**src/design/mpd_pkg.sv**
```systemverilog
`timescale 1ns / 1ps

package mpd_pkg;

   // widths of the stream fields
   localparam int unsigned BYTE_W    = 8;
   localparam int unsigned RLEN_W    = 28;
   localparam int unsigned MAXSIZE_W = 29;
   localparam int unsigned CNT_W     = 3;

   // remaining-length varint encoding
   localparam int unsigned CONT_BIT_POS = 7;
   localparam int unsigned DIGIT_W      = 7;
   localparam logic [CNT_W-1:0] MAX_LEN_BYTES = 3'd4;

   // maximum packet size after reset
   localparam logic [MAXSIZE_W-1:0] MAX_SIZE_RESET = 29'd1024;

   // parser phase, one-hot
   typedef enum logic [4:0] {
      PH_TYPE    = 5'b00001,
      PH_LENGTH  = 5'b00010,
      PH_DELIVER = 5'b00100,
      PH_SKIP    = 5'b01000,
      PH_ERROR   = 5'b10000
   } phase_type;

   // tag given to every byte
   typedef enum logic [2:0] {
      KIND_TYPE    = 3'd0,
      KIND_LENGTH  = 3'd1,
      KIND_DELIVER = 3'd2,
      KIND_SKIP    = 3'd3,
      KIND_ERROR   = 3'd4
   } kind_type;

   // one tagged byte on its way to the result register
   typedef struct packed {
      logic              oversize;
      logic              bad_length;
      logic              packet_last;
      kind_type          kind;
      logic [RLEN_W-1:0] remaining_length;
      logic [BYTE_W-1:0] data;
   } result_type;

endpackage

```
**src/design/mqtt_packet_deframer.sv**
```systemverilog
`timescale 1ns / 1ps

// Tags an MQTT byte stream one byte per clock cycle while rsp_tready is high,
// with no bubbles between bytes. Each accepted byte comes out as one result
// transaction, after passing an input register and a result register; both
// stages hold under back-pressure, so throughput stays at one byte per cycle
// as long as rsp_tready is high. The result carries the byte, its kind (type,
// length, delivered payload, skipped payload, discarded), the packet end on
// tlast, and the decoded remaining length. Packets longer in total than the
// max packet size register (reset 1024) are passed with their payload tagged
// as skipped. A fourth length byte with its continuation bit set flags
// bad_length, and every later byte is tagged discarded until reset. Write
// csr_wdata only while no transaction is in flight.
module mqtt_packet_deframer (
   input  logic        clock,
   input  logic        reset,
   // configuration: max packet size
   input  logic        csr_wen,
   input  logic [28:0] csr_wdata,
   // input stream
   input  logic        req_tvalid,
   output logic        req_tready,
   input  logic [7:0]  req_tdata,   // [7:0] data_byte
   // result stream
   output logic        rsp_tvalid,
   input  logic        rsp_tready,
   output logic [39:0] rsp_tdata,   // [7:0] byte_out, [35:8] remaining_length, rest zero
   output logic [4:0]  rsp_tuser,   // [2:0] byte_kind, [3] bad_length, [4] oversize
   output logic        rsp_tlast    // packet_last
);

   logic                advance;
   logic                byte_fire;
   logic [7:0]          byte_data;
   mpd_pkg::result_type result;

   // input byte register
   mpd_in_reg u_in_reg (
      .clock      (clock),
      .reset      (reset),
      .req_tvalid (req_tvalid),
      .req_tready (req_tready),
      .req_tdata  (req_tdata),
      .advance    (advance),
      .byte_fire  (byte_fire),
      .byte_data  (byte_data)
   );

   // framing state and byte tagging
   mpd_parser u_parser (
      .clock     (clock),
      .reset     (reset),
      .csr_wen   (csr_wen),
      .csr_wdata (csr_wdata),
      .byte_fire (byte_fire),
      .byte_data (byte_data),
      .result    (result)
   );

   // result register
   mpd_out_reg u_out_reg (
      .clock      (clock),
      .reset      (reset),
      .load       (byte_fire),
      .result     (result),
      .advance    (advance),
      .rsp_tvalid (rsp_tvalid),
      .rsp_tready (rsp_tready),
      .rsp_tdata  (rsp_tdata),
      .rsp_tuser  (rsp_tuser),
      .rsp_tlast  (rsp_tlast)
   );

`ifndef SYNTHESIS
   // once a discarded byte is delivered, every later byte is discarded too
   a_error_sticky: assert property (@(posedge clock) disable iff (reset)
      rsp_tvalid && rsp_tready && (rsp_tuser[2:0] == mpd_pkg::KIND_ERROR)
      |=> !rsp_tvalid || (rsp_tuser[2:0] == mpd_pkg::KIND_ERROR))
      else $error("non-discarded byte after error lock");

   // discarded bytes carry no length
   a_error_no_length: assert property (@(posedge clock) disable iff (reset)
      rsp_tvalid && (rsp_tuser[2:0] == mpd_pkg::KIND_ERROR)
      |-> (rsp_tdata[35:8] == '0) && !rsp_tlast)
      else $error("discarded byte with length or packet end");

   // a packet ends only on a length or payload byte
   a_last_kind: assert property (@(posedge clock) disable iff (reset)
      rsp_tvalid && rsp_tlast
      |-> (rsp_tuser[2:0] == mpd_pkg::KIND_LENGTH)
          || (rsp_tuser[2:0] == mpd_pkg::KIND_DELIVER)
          || (rsp_tuser[2:0] == mpd_pkg::KIND_SKIP))
      else $error("packet end on a type or discarded byte");
`endif

endmodule

```
**src/design/mpd_in_reg.sv**
```systemverilog
`timescale 1ns / 1ps

module mpd_in_reg (
   input  logic                       clock,
   input  logic                       reset,
   input  logic                       req_tvalid,
   output logic                       req_tready,
   input  logic [mpd_pkg::BYTE_W-1:0] req_tdata,
   input  logic                       advance,
   output logic                       byte_fire,
   output logic [mpd_pkg::BYTE_W-1:0] byte_data
);

   logic                       valid_ff;
   logic                       valid_in;
   logic [mpd_pkg::BYTE_W-1:0] data_ff;

   // room when empty or when the held byte moves on this cycle
   assign req_tready = !valid_ff || advance;
   assign byte_fire  = valid_ff && advance;
   assign byte_data  = data_ff;

   always_comb begin
      valid_in = valid_ff;
      if (req_tready) begin
         valid_in = req_tvalid;
      end
   end

   // valid flag
   always_ff @(posedge clock) begin
      if (reset) begin
         valid_ff <= 1'b0;
      end else begin
         valid_ff <= valid_in;
      end
   end

   // byte holding register
   always_ff @(posedge clock) begin
      if (req_tvalid && req_tready) begin
         data_ff <= req_tdata;
      end
   end

endmodule

```
**src/design/mpd_parser.sv**
```systemverilog
`timescale 1ns / 1ps

module mpd_parser (
   input  logic                          clock,
   input  logic                          reset,
   input  logic                          csr_wen,
   input  logic [mpd_pkg::MAXSIZE_W-1:0] csr_wdata,
   input  logic                          byte_fire,
   input  logic [mpd_pkg::BYTE_W-1:0]    byte_data,
   output mpd_pkg::result_type           result
);

   mpd_pkg::phase_type              phase_ff;
   mpd_pkg::phase_type              phase_in;
   logic [mpd_pkg::CNT_W-1:0]       count_ff;
   logic [mpd_pkg::CNT_W-1:0]       count_in;
   logic [mpd_pkg::RLEN_W-1:0]      decoded_ff;
   logic [mpd_pkg::RLEN_W-1:0]      decoded_in;
   logic [mpd_pkg::RLEN_W-1:0]      left_ff;
   logic [mpd_pkg::RLEN_W-1:0]      left_in;
   logic [mpd_pkg::MAXSIZE_W-1:0]   max_size_ff;

   // per-byte decode and state advance
   always_comb begin
      logic [mpd_pkg::DIGIT_W-1:0]   digit;
      logic [mpd_pkg::RLEN_W-1:0]    shifted;
      logic [mpd_pkg::RLEN_W-1:0]    merged;
      logic [mpd_pkg::CNT_W-1:0]     count_inc;
      logic [mpd_pkg::MAXSIZE_W-1:0] total;
      logic                          skip;
      logic [mpd_pkg::RLEN_W-1:0]    left_dec;

      digit     = byte_data[mpd_pkg::DIGIT_W-1:0];
      count_inc = count_ff + mpd_pkg::CNT_W'(1);
      left_dec  = (left_ff != '0) ? left_ff - mpd_pkg::RLEN_W'(1) : left_ff;

      // place the 7-bit digit by its position in the varint
      case (count_ff[1:0])
         2'd0: begin
            shifted = {21'b0, digit};
         end
         2'd1: begin
            shifted = {14'b0, digit, 7'b0};
         end
         2'd2: begin
            shifted = {7'b0, digit, 14'b0};
         end
         default: begin
            shifted = {digit, 21'b0};
         end
      endcase
      merged = decoded_ff | shifted;
      total  = mpd_pkg::MAXSIZE_W'(1) + mpd_pkg::MAXSIZE_W'(count_inc)
               + {1'b0, merged};
      skip   = total > max_size_ff;

      phase_in   = phase_ff;
      count_in   = count_ff;
      decoded_in = decoded_ff;
      left_in    = left_ff;

      result.data             = byte_data;
      result.kind             = mpd_pkg::KIND_ERROR;
      result.packet_last      = 1'b0;
      result.bad_length       = 1'b0;
      result.oversize         = 1'b0;
      result.remaining_length = '0;

      case (phase_ff)
         mpd_pkg::PH_TYPE: begin
            result.kind = mpd_pkg::KIND_TYPE;
            phase_in    = mpd_pkg::PH_LENGTH;
            count_in    = '0;
            decoded_in  = '0;
            left_in     = '0;
         end
         mpd_pkg::PH_LENGTH: begin
            result.kind = mpd_pkg::KIND_LENGTH;
            decoded_in  = merged;
            count_in    = count_inc;
            if (!byte_data[mpd_pkg::CONT_BIT_POS]) begin
               result.remaining_length = merged;
               result.oversize         = skip;
               if (merged == '0) begin
                  // zero-length packet ends on its last length byte
                  result.packet_last = 1'b1;
                  phase_in           = mpd_pkg::PH_TYPE;
                  count_in           = '0;
                  decoded_in         = '0;
                  left_in            = '0;
               end else begin
                  left_in  = merged;
                  phase_in = skip ? mpd_pkg::PH_SKIP : mpd_pkg::PH_DELIVER;
               end
            end else if (count_inc >= mpd_pkg::MAX_LEN_BYTES) begin
               // continuation on the fourth length byte locks the parser
               result.bad_length = 1'b1;
               phase_in          = mpd_pkg::PH_ERROR;
               left_in           = '0;
            end
         end
         mpd_pkg::PH_DELIVER, mpd_pkg::PH_SKIP: begin
            result.kind = (phase_ff == mpd_pkg::PH_SKIP) ?
                          mpd_pkg::KIND_SKIP : mpd_pkg::KIND_DELIVER;
            result.oversize         = (phase_ff == mpd_pkg::PH_SKIP);
            result.remaining_length = decoded_ff;
            left_in                 = left_dec;
            if (left_dec == '0) begin
               result.packet_last = 1'b1;
               phase_in           = mpd_pkg::PH_TYPE;
               count_in           = '0;
               decoded_in         = '0;
            end
         end
         default: begin
            phase_in = mpd_pkg::PH_ERROR;
         end
      endcase
   end

   // parser state
   always_ff @(posedge clock) begin
      if (reset) begin
         phase_ff   <= mpd_pkg::PH_TYPE;
         count_ff   <= '0;
         decoded_ff <= '0;
         left_ff    <= '0;
      end else if (byte_fire) begin
         phase_ff   <= phase_in;
         count_ff   <= count_in;
         decoded_ff <= decoded_in;
         left_ff    <= left_in;
      end
   end

   // maximum packet size register
   always_ff @(posedge clock) begin
      if (reset) begin
         max_size_ff <= mpd_pkg::MAX_SIZE_RESET;
      end else if (csr_wen) begin
         max_size_ff <= csr_wdata;
      end
   end

endmodule

```
**src/design/mpd_out_reg.sv**
```systemverilog
`timescale 1ns / 1ps

module mpd_out_reg (
   input  logic                clock,
   input  logic                reset,
   input  logic                load,
   input  mpd_pkg::result_type result,
   output logic                advance,
   output logic                rsp_tvalid,
   input  logic                rsp_tready,
   output logic [39:0]         rsp_tdata,
   output logic [4:0]          rsp_tuser,
   output logic                rsp_tlast
);

   logic                valid_ff;
   logic                valid_in;
   mpd_pkg::result_type result_ff;

   // free when empty or when the held transaction leaves now
   assign advance = !valid_ff || rsp_tready;

   always_comb begin
      valid_in = valid_ff;
      if (load) begin
         valid_in = 1'b1;
      end else if (rsp_tready) begin
         valid_in = 1'b0;
      end
   end

   // valid flag
   always_ff @(posedge clock) begin
      if (reset) begin
         valid_ff <= 1'b0;
      end else begin
         valid_ff <= valid_in;
      end
   end

   // result holding register
   always_ff @(posedge clock) begin
      if (load) begin
         result_ff <= result;
      end
   end

   assign rsp_tvalid = valid_ff;
   assign rsp_tdata  = {4'b0, result_ff.remaining_length, result_ff.data};
   assign rsp_tuser  = {result_ff.oversize, result_ff.bad_length, result_ff.kind};
   assign rsp_tlast  = result_ff.packet_last;

endmodule
```
**config.mk**
```make
export PLATFORM = sky130hd
export DESIGN_NAME = mqtt_packet_deframer
export DESIGN_NICKNAME = d
export VERILOG_FILES = /design/src/design/mpd_pkg.sv /design/src/design/mqtt_packet_deframer.sv /design/src/design/mpd_in_reg.sv /design/src/design/mpd_parser.sv /design/src/design/mpd_out_reg.sv
export SDC_FILE = /design/constraint.sdc
export NUM_CORES = 1
export LEC_CHECK = 0
export BUFFER_PORTS_ARGS = -buffer_cell sky130_fd_sc_hd__buf_2
export CAP_MARGIN = 20
export CORE_MARGIN = 8
export CORE_UTILIZATION = 50
export CTS_BUF_LIST = sky130_fd_sc_hd__clkbuf_16
export DETAILED_ROUTE_END_ITERATION = 6
export GPL_TIMING_DRIVEN = 0
export PLACE_DENSITY = 0.79
export SYNTH_ARGS = -nofsm -noshare
export SYNTH_HDL_FRONTEND = slang
export SYNTH_HIERARCHICAL = 1
export SYNTH_SLANG_ARGS = --single-unit
```
**constraint.sdc**
```tcl
create_clock -name clock -period 6.8 [get_ports clock]
set_input_delay 1.02 -clock clock [delete_from_list [all_inputs] [get_ports clock]]
set_output_delay 1.02 -clock clock [all_outputs]
set_load 0.005 [all_outputs]
```
# Word level (Yosys, flattened, before mapping)
# Cells that the tools add are included.
op_classes:
  add_sub_neg: 4
  magnitude_cmp: 2
  n_eq_ne: 8
  mux: 32
  bitwise: 1
  reduce_logical: 17
ops:
  columns: ["operator", "count"]
  rows:
  - ["case mux 28 bit (3 select lines)", 3]
  - ["two-way mux 28 bit", 7]
  - ["logical NOT 28 bit", 2]
  - ["case mux 28 bit (2 select lines)", 1]
  - ["adder 29 x 28 -> 29 bit", 1]
  - ["> comparator 29 bit", 1]
  - ["OR 28 bit", 1]
  - ["nonzero test 28 bit", 1]
  - ["subtractor 28 x 1 -> 28 bit, second input constant", 1]
  - ["two-way mux 5 bit", 4]
  - ["case mux 3 bit (3 select lines)", 2]
  - ["case mux 5 bit (3 select lines)", 1]
  - ["two-way mux 3 bit", 3]
  - ["AND reduction 3 bit", 3]
  - ["two-way mux 1 bit", 8]
  - ["== test 5 x 1 -> 1 bit, second input constant", 1]
  - ["== test 5 x 2 -> 1 bit, second input constant", 1]
  - ["== test 5 x 3 -> 1 bit, second input constant", 1]
  - ["== test 5 x 4 -> 1 bit, second input constant", 1]
  - ["adder 1 x 3 -> 4 bit, first input constant", 1]
  - ["two-way mux 4 bit", 1]
  - ["case mux 1 bit (2 select lines)", 2]
  - ["adder 3 x 1 -> 3 bit, second input constant", 1]
  - ["greater-or-equal comparator 3 bit, second input constant", 1]
  - ["other kinds (12)", 15]
totals:
  reg_bits: 145
  input_bits: 42
  wordCells: 78

# Longest topological paths before layout
# Gate-level depths: netlist of the first run.
depth:
  word_depth: 9
  ltp_mapped: 25
  mapped_depth_nobuf: 25

# By module
# The synthesis of the first run kept the hierarchy.
by_module_without_submodules:
  columns: ["module", "instances", "cells_each", "area_per_inst_um2", "seq_area_each_um2"]
  rows:
  - ["mpd_parser", 1, 958, 7056.8, 1861.8]
  - ["mpd_out_reg", 1, 51, 1341.3, 1281.2]
  - ["mpd_in_reg", 1, 14, 302.8, 260.2]

# Worst setup path before layout of the first run
# OpenSTA, ideal clock, no wires.
synth_timing:
  path_type: "register to register"
  startpoint: "register u_parser/count_ff[0] (netlist name)"
  endpoint: "register u_out_reg.result_ff, in the netlist u_out_reg/rsp_tuser[4], data pin"
  arrival_time_ns: 4.752
  path_slack_ns: 1.894
  path_stages_with_launch: 24
  path_buffers: 1
  period_less_slack_ns: 4.906
  path_cell_list: "dfxtp_1 ha_1 clkbuf_1 and3b_1 nor2_1 inv_1 ha_1 a21o_1 a21oi_1 nand2b_1 a21o_1 and4bb_1 and2_1 nand3b_1 xor2_1 ha_1 nand4_1 or2_2 nor4_1 nand2_1 o21bai_1 o2111ai_1 o2111ai_1 a21boi_0"
synth_rtl:
  columns: ["element", "line", "text"]
  rows:
  - ["from (decl)", "mpd_parser.sv:15", "logic [mpd_pkg::CNT_W-1:0] count_ff;"]
  - ["from (signal assigned)", "mpd_parser.sv:130", "count_ff <= count_in;"]
  - ["to (signal assigned)", "mpd_out_reg.sv:44", "result_ff <= result;"]
  - ["to (decl)", "mpd_out_reg.sv:18", "mpd_pkg::result_type result_ff;"]

==> metrics.md, run 1 <==
| Metric | Value |
|---|---|
| Hpwl dp | roughly 19 mm |
| P&R area growth vs syn | 15.5% |
| Post-synthesis mux area share | 3.45% |
| Final Core Density | between 50% and 60% |
| Design area | around 10,000 sq um |
| Initial antenna violation count | 0 |
| Reg2reg path depth | 23 |
| Most common cell after layout, fill and taps aside | nor2_1 |
| DRT antenna net count | 0 |
| Post-CTS Resized | 0 |
| Top Ports | 90 |
| PD cells | ~200 nW/um^2 |
| Main combinational cell family by area after synthesis | simple AND/OR/NAND/NOR gates |
| Number of core rows | 48 |
| Post-synth EDFFs | 50 |
| Area of the multi-input gates | between 4000 and 5000 sq um |
| Worst R2R Start | u_parser/count_ff[0]$_SDFFE_PP0P_ |
| Vias in the first global route | 7,986 |
| DRC errors left | 0 |
| Area fraction in compound gates after synthesis | 18.2% |
| Placed Area | 9410 sq um |
| Post-synthesis cell area | approximately 8700 sq um |
| Total CTS buffers | 17 |
| GPL Wtd Cong | just under 1 |
| Largest net degree at the start of global routing | 48 |
| Share of layout cells above drive strength 1 | approximately 15% |
| Number of hold buffers added after CTS | 0 |
| Syn_area_per_cell | roughly 8.5 sq um |
| Post-Place Setup Slack | about 0.18 ns |
| Period utilisation layout | 93.7% |
| DR pass1 iterations | 7 |
| Critical path type | flip-flop to flip-flop |
| Clk slew on worst S/H paths | 0.07 ns |
| Area share of the largest cell type after synthesis | between 20% and 30% |
| Final setup viols | 0 |
| CP Data Required Time | approximately 7 ns |
| All-layer global routing usage | 23.7% |
| CTS tree | built |
| Vias | 8,383 |
| Simple-Gate Fraction of Synth Area | 22.4% |
| WP data arrival | approximately 6.7 ns |
| R2r setup slk | between 0.4 and 0.5 ns |
| Max-cap violations | 0 |
| R2R Path End | u_out_reg/rsp_tuser[4]$_DFFE_PP_ |
| Worst vdd ir | approximately 0.19 mV |
| Die Span X | between 100 and 150 microns |
| P_leak | 3.97 nW |
| Core Area | approximately 17,000 sq um |
| Synth cell types | 72 |
| Clock Skew | roughly 0.012 ns |
| Initial detailed-routing violation count | around 1,300 |
| Main synth FF type | dfxtp_1 |
| Final setup TNS | 0 ns |
| Ys async rst share | 0% |
| Clock buffer depth | 2 |
| RSZ-0062 raised after global routing | false |
| Die Area | ~22,000 sq um |
| Post-CTS setup buffer count | 0 |
| Gate Count Post-Synth | approximately 1,000 |
| Post-Synth Adder-Cell Area | ~6% |
| Most frequent cells in the layout | nor2_1 (116), dfxtp_1 (95), buf_2 (94) |
| Die Ht | ~150 microns |
| Final min period | approximately 6.4 ns |
| Register area | about 3400 sq um |
| CP startpoint | u_parser/count_ff[0]$_SDFFE_PP0P_ |
| Synth Area in XOR/XNOR | under 10% |
| Initial Utilization | between 50% and 60% |
| Worst skew pair latency | roughly 0.44 ns |
| FF+latch count, synth | 145 |
| H-tree Lvls | 4 |
| Crit Path Max Fanout | 10 |
| Worst setup path end | u_out_reg/rsp_tuser[4]$_DFFE_PP_ |
| Fin nets | between 1,000 and 1,500 |
| Sequential area share after synthesis | approximately 39% |
| DR vias/cell | a little over 6 |
| Tightest Hold Check Type | flip-flop to flip-flop |
| CTS Sinks | ~150 |
| Synth top area cells | dfxtp_1 (22%), edfxtp_1 (17%), ha_1 (5.6%), nor2_1 (5.0%), a21oi_1 (4.7%) |
| Hold Vio Cnt, Final | 0 |
| IO Port Bufs | 84 |
| Routed wire length | around 26 mm |
| Pins over their slew limit | 0 |
| CP endpoint kind | flip-flop |
| Drt wl/cell | between 15 and 20 microns |
| Fmax | roughly 160 MHz |
| Largest area contributor in the netlist | dfxtp_1 |
| Status | finished, final reports clean |
| Slew margin rel. | around 31% |
| Worst setup margin | 0.430 ns |
| Startpoint Class | flip-flop |
| First-pass GRT wire length | ~41 mm |
| Filler Cells Inserted | around 1,500 |
| Grt ovf | 0 |
| Root Driver | clkbuf_16 |
| Worst slew pin tran | ~1.0 ns |
| Ys Warns | 6 |
sequential cells by signal (all words and copies together) (netlist names):
| register | count |
|---|---|
| u_in_reg/byte_data | 8 |
| u_in_reg/valid_ff | 1 |
| u_out_reg/rsp_tdata | 36 |
| u_out_reg/rsp_tlast | 1 |
| u_out_reg/rsp_tuser | 5 |
| u_out_reg/rsp_tvalid | 1 |
| u_parser/count_ff | 3 |
| u_parser/decoded_ff | 28 |
| u_parser/left_ff | 28 |
| u_parser/max_size_ff | 29 |
| u_parser/phase_ff | 5 |
how the worst min path moves through the flow:
| stage | end | cells after the start | start |
|---|---|---|---|
| 3_3_place_gp | u_parser/decoded_ff[21]$_SDFFE_PP0P_ | 2 | u_parser/decoded_ff[21]$_SDFFE_PP0P_ |
| 2_1_floorplan | u_parser/decoded_ff[10]$_SDFFE_PP0P_ | 2 | u_parser/decoded_ff[10]$_SDFFE_PP0P_ |
| 5_1_grt | u_parser/decoded_ff[19]$_SDFFE_PP0P_ | 2 | u_parser/decoded_ff[19]$_SDFFE_PP0P_ |
| 6_report | u_parser/decoded_ff[20]$_SDFFE_PP0P_ | 2 | u_parser/decoded_ff[20]$_SDFFE_PP0P_ |
| 3_5_place_dp | u_parser/decoded_ff[20]$_SDFFE_PP0P_ | 2 | u_parser/decoded_ff[20]$_SDFFE_PP0P_ |
| 4_1_cts | u_parser/decoded_ff[20]$_SDFFE_PP0P_ | 2 | u_parser/decoded_ff[20]$_SDFFE_PP0P_ |
through the flow:
stage / total power [W] / hold slack (ns) / instances
floorplan: 0.00107 / 0.457 / 1026
global placement: 0.00113 / 0.468 / 1335
detailed placement: 0.00113 / 0.474 / 1335
CTS: 0.00207 / 0.484 / 1367
global route: 0.00213 / 0.511 / 1368
finish: 0.00207 / 0.484 / 1369
metal layers:
layer | GRT usage [%] | vias up | share of wire (%)
met5 | 0 | - | 0
li1 | - | 3882 | -
met3 | 7.37 | 96 | 11
met1 | 30.8 | 3906 | 41
met2 | 34.7 | 499 | 43
met4 | 12.4 | 0 | 4.3
logic make-up after synthesis:
| logic type | after synthesis |
|---|---|
| AO/OA/AOI/OAI | 264 |
| XOR/XNOR | 44 |
| adder cells (fa/ha/maj) | 40 |
| other | 1 |
| multiplexers | 30 |
| flip-flops | 145 |
| AND/OR/NAND/NOR | 370 |
| buffers and inverters | 129 |
where the power goes:
part / total [W] / internal (W) / switching (W) / leakage, nW
sequential: 0.000940 / 0.000922 / 0.0000178 / 1.25
combinational: 0.000183 / 0.0000697 / 0.000113 / 2.43
clock: 0.000947 / 0.000523 / 0.000424 / 0.295
final cells by class:
class	count	share of cell area, %
clock buffers	17	4.23
well taps	225	2.80
plain buffers	77	3.76
multi-input cells	752	47.3
inverters	52	1.94
repair buffers	85	4.38
clock inverters	15	1.73
diodes	1	0.0249
flip-flops and latches	145	33.9
synth_stat cells, drive strengths merged, types with 4 or more instances:
cell / number
a22oi: 22
o21ai: 81
o21a: 8
dfxtp: 95
edfxtp: 50
or4: 12
o22ai: 24
nor3b: 6
buf: 34
and3b: 4
nor4: 23
a21o: 15
clkbuf: 43
and2: 6
xnor2: 30
nand2b: 6
a21oi: 83
or3: 10
and3: 4
inv: 52
nor2b: 10
nand3: 42
nand4: 25
xor2: 14
a2111oi: 4
nand2: 65
o211ai: 4
nor2: 117
ha: 39
nor3: 27
mux2i: 30
critical path, stage by stage (launching register included):
cell and delay (ns):
dfxtp_1 0.47, ha_1 0.40, clkbuf_2 0.38, and3b_1 0.27, nor2_2 0.30, inv_1 0.09
ha_1 0.29, a21o_1 0.10, a21oi_1 0.08, nand2b_1 0.16, a21o_1 0.24, and4bb_1 0.42
and2_1 0.23, nand3b_1 0.10, xor2_1 0.17, ha_1 0.33, nand4_1 0.13, or2_2 0.35
nor4_2 0.46, nand2_1 0.22, o21bai_1 0.29, o2111ai_1 0.27, o2111ai_1 0.23, a21boi_0 0.21
No activity file was read; power rests on OpenSTA's default activity.
==> inputs of run 2 (changes only) <==
--- a/config.mk
+++ b/config.mk
@@ -5,14 +5,14 @@
 export SDC_FILE = /design/constraint.sdc
 export NUM_CORES = 1
 export LEC_CHECK = 0
-export BUFFER_PORTS_ARGS = -buffer_cell sky130_fd_sc_hd__buf_2
 export CAP_MARGIN = 20
 export CORE_MARGIN = 8
 export CORE_UTILIZATION = 50
 export CTS_BUF_LIST = sky130_fd_sc_hd__clkbuf_16
 export DETAILED_ROUTE_END_ITERATION = 6
+export DONT_BUFFER_PORTS = 1
 export GPL_TIMING_DRIVEN = 0
-export PLACE_DENSITY = 0.79
+export PLACE_DENSITY = 0.75
 export SYNTH_ARGS = -nofsm -noshare
 export SYNTH_HDL_FRONTEND = slang
 export SYNTH_HIERARCHICAL = 1
==> run 2 against run 1 <==
  * Routed wire length fell by 0.72%
  * Clock skew is 0.0024 ns lower
  * Critical path depth unchanged
  * Combinational power is 13% lower
  * Largest cell class unchanged
  * Highest routed layer unchanged
==> metrics.md, run 2 (same netlist as run 1, synthesis figures left out) <==
| Metric | Value |
|---|---|
| Max reg flops | 36 (unchanged) |
| Register area | 3400 sq um (unchanged) |
| Drt wl/cell | 20.3 microns (+5.9%) |
| Final Power | 0.00205 W (-1.0%) |
| Most frequent cells in the layout | nor2_1 (116), dfxtp_1 (95), o21ai_0 (80) |
| Startpoint Class | flip-flop |
| P_leak | 3.63 nW (-8.6%) |
| First-pass GRT wire length | 40.4 mm (-1.6%) |
| Final min period | 6.33 ns (-0.0368 ns) |
| Final setup TNS | 0 ns (unchanged) |
| Worst vdd ir | 0.166 mV (-11%) |
| Die Area | 21,900 sq um (unchanged) |
| Clock buffer depth | 2 (unchanged) |
| IO Port Bufs | 0 (-100%) |
| CP Data Required Time | 7.07 ns (about the same) |
| Slew margin rel. | 24.9% (-5.7 points) |
| Die Ht | 148 microns (unchanged) |
| Initial Utilization | 50.7% (unchanged) |
| Worst skew pair latency | 0.43 ns (about the same) |
| Worst R2R Start | u_parser/count_ff[0]$_SDFFE_PP0P_ |
| Final Core Density | 56.0% (-2.5 points) |
| Pins over their slew limit | 0 (unchanged) |
| Most common cell after layout, fill and taps aside | nor2_1 |
| DRC errors left | 0 (unchanged) |
| CP endpoint kind | flip-flop |
| Total CTS buffers | 17 (unchanged) |
| GPL Wtd Cong | 0.969 (-0.48%) |
| Root Driver | clkbuf_16 |
| Number of core rows | 48 (unchanged) |
| CP startpoint | u_parser/count_ff[0]$_SDFFE_PP0P_ |
| RSZ-0062 raised after global routing | false |
| Hpwl dp | 18.9 mm (-1.6%) |
| Post-CTS setup buffer count | 0 (unchanged) |
| PD cells | 213 nW/um^2 (+3.5%) |
| H-tree Lvls | 4 (unchanged) |
| Filler Cells Inserted | 1,583 (+2.9%) |
| Crit Path Max Fanout | 10 (unchanged) |
| DR vias/cell | 6.33 (+3.4%) |
| Tightest Hold Check Type | flip-flop to flip-flop |
| DR pass1 iterations | 6 (-1) |
| Final setup viols | 0 (unchanged) |
| P&R area growth vs syn | 10.5% |
| Final antenna diode count | 0 (-1) |
| Critical path type | flip-flop to flip-flop |
| Status | finished, final reports clean |
| Period utilisation layout | 93.1% (-0.54 points) |
| Fmax | 158 MHz (+0.58%) |
| WP data arrival | 6.60 ns (-0.05 ns) |
| Vias in the first global route | 7,359 (-7.9%) |
| Share of layout cells above drive strength 1 | 8.50% (-6.8 points) |
| CTS tree | built |
| Hold Vio Cnt, Final | 0 (unchanged) |
| Initial detailed-routing violation count | 1,033 (-22%) |
| Clock Skew | 0.00914 ns (-0.00242 ns) |
| R2r setup slk | 0.47 ns (+0.04 ns) |
| Vias | 8,131 (-3.0%) |
| DRT antenna net count | 0 (unchanged) |
| Clk slew on worst S/H paths | 0.06 ns (about the same) |
| Fin nets | 1,128 (-6.9%) |
| All-layer global routing usage | 23.4% (-0.28 points) |
| Number of hold buffers added after CTS | 0 (unchanged) |
| Worst setup margin | 0.467 ns (+0.0368 ns) |
| Largest net degree at the start of global routing | 48 (unchanged) |
| Worst slew pin tran | 1.13 ns (+0.0859 ns) |
| Grt ovf | 0 (unchanged) |
| Routed wire length | 26.1 mm (-0.72%) |
| Die Span X | 148 microns (unchanged) |
| Max-cap violations | 0 (unchanged) |
| Core Area | 17,200 sq um (unchanged) |
| WHS | 0.484 ns (+0.000143 ns) |
| Post-CTS Resized | 0 (unchanged) |
| Initial antenna violation count | 0 (unchanged) |
| Min-delay src | u_parser/decoded_ff[9]$_SDFFE_PP0P_ |
| Post-Place Setup Slack | 0.0897 ns (-0.0922 ns) |
| Top Ports | 90 (unchanged) |
| Area of the multi-input gates | 4760 sq um (about the same) |
| CTS Sinks | 145 (unchanged) |
[run 2: path summary, 6_finish.rpt]
| kind | endpoint | depth (start not counted) |
|---|---|---|
| worst min register to register | u_parser/decoded_ff[9]$_SDFFE_PP0P_ | 2 |
| worst max-delay path | u_out_reg/rsp_tuser[4]$_DFFE_PP_ | 23 |
| worst max register to register | u_out_reg/rsp_tuser[4]$_DFFE_PP_ | 23 |
| worst min-delay path | u_parser/decoded_ff[9]$_SDFFE_PP0P_ | 2 |
[run 2: cell type report]
cell class	count	area share, %
inverters	52	2.03
well taps	225	2.93
flip-flops and latches	145	35.4
plain buffers	77	3.93
multi-input cells	752	49.4
clock inverters	15	1.65
clock buffers	17	4.42
repair buffers	1	0.208
[run 2: layer usage]
layer / global-route usage [%] / vias up / wire length, microns
met1: 30.4 / 3836 / 10800
met2: 34.4 / 479 / 11100
li1: - / 3730 / -
met5: 0 / - / 0
met4: 11.5 / 0 / 1020
met3: 7.64 / 86 / 3080
[run 2: report_power, final]
part / total [W] / internal (W) / switching [W] / leakage [nW]
combinational: 0.000160 / 0.0000554 / 0.000105 / 2.10
sequential: 0.000945 / 0.000923 / 0.0000219 / 1.25
clock: 0.000943 / 0.000545 / 0.000398 / 0.287
[run 2: metrics by stage]
stage	std cells	instance area, sq um
floorplan	1026	8710
global placement	1251	8990
detailed placement	1251	8990
CTS	1283	9580
global route	1284	9620
finish	1284	9620
[run 2: worst max-delay path: stages (launching register included)]
cell	delay, ns
dfxtp_1	0.48
ha_1	0.42
clkbuf_2	0.35
and3b_1	0.26
nor2_2	0.30
inv_1	0.08
ha_1	0.28
a21o_1	0.10
a21oi_1	0.08
nand2b_1	0.15
a21o_1	0.24
and4bb_1	0.44
and2_1	0.24
nand3b_1	0.12
xor2_1	0.17
ha_1	0.33
nand4_1	0.12
or2_2	0.35
nor4_2	0.44
nand2_1	0.23
o21bai_1	0.28
o2111ai_1	0.26
o2111ai_1	0.24
a21boi_0	0.22
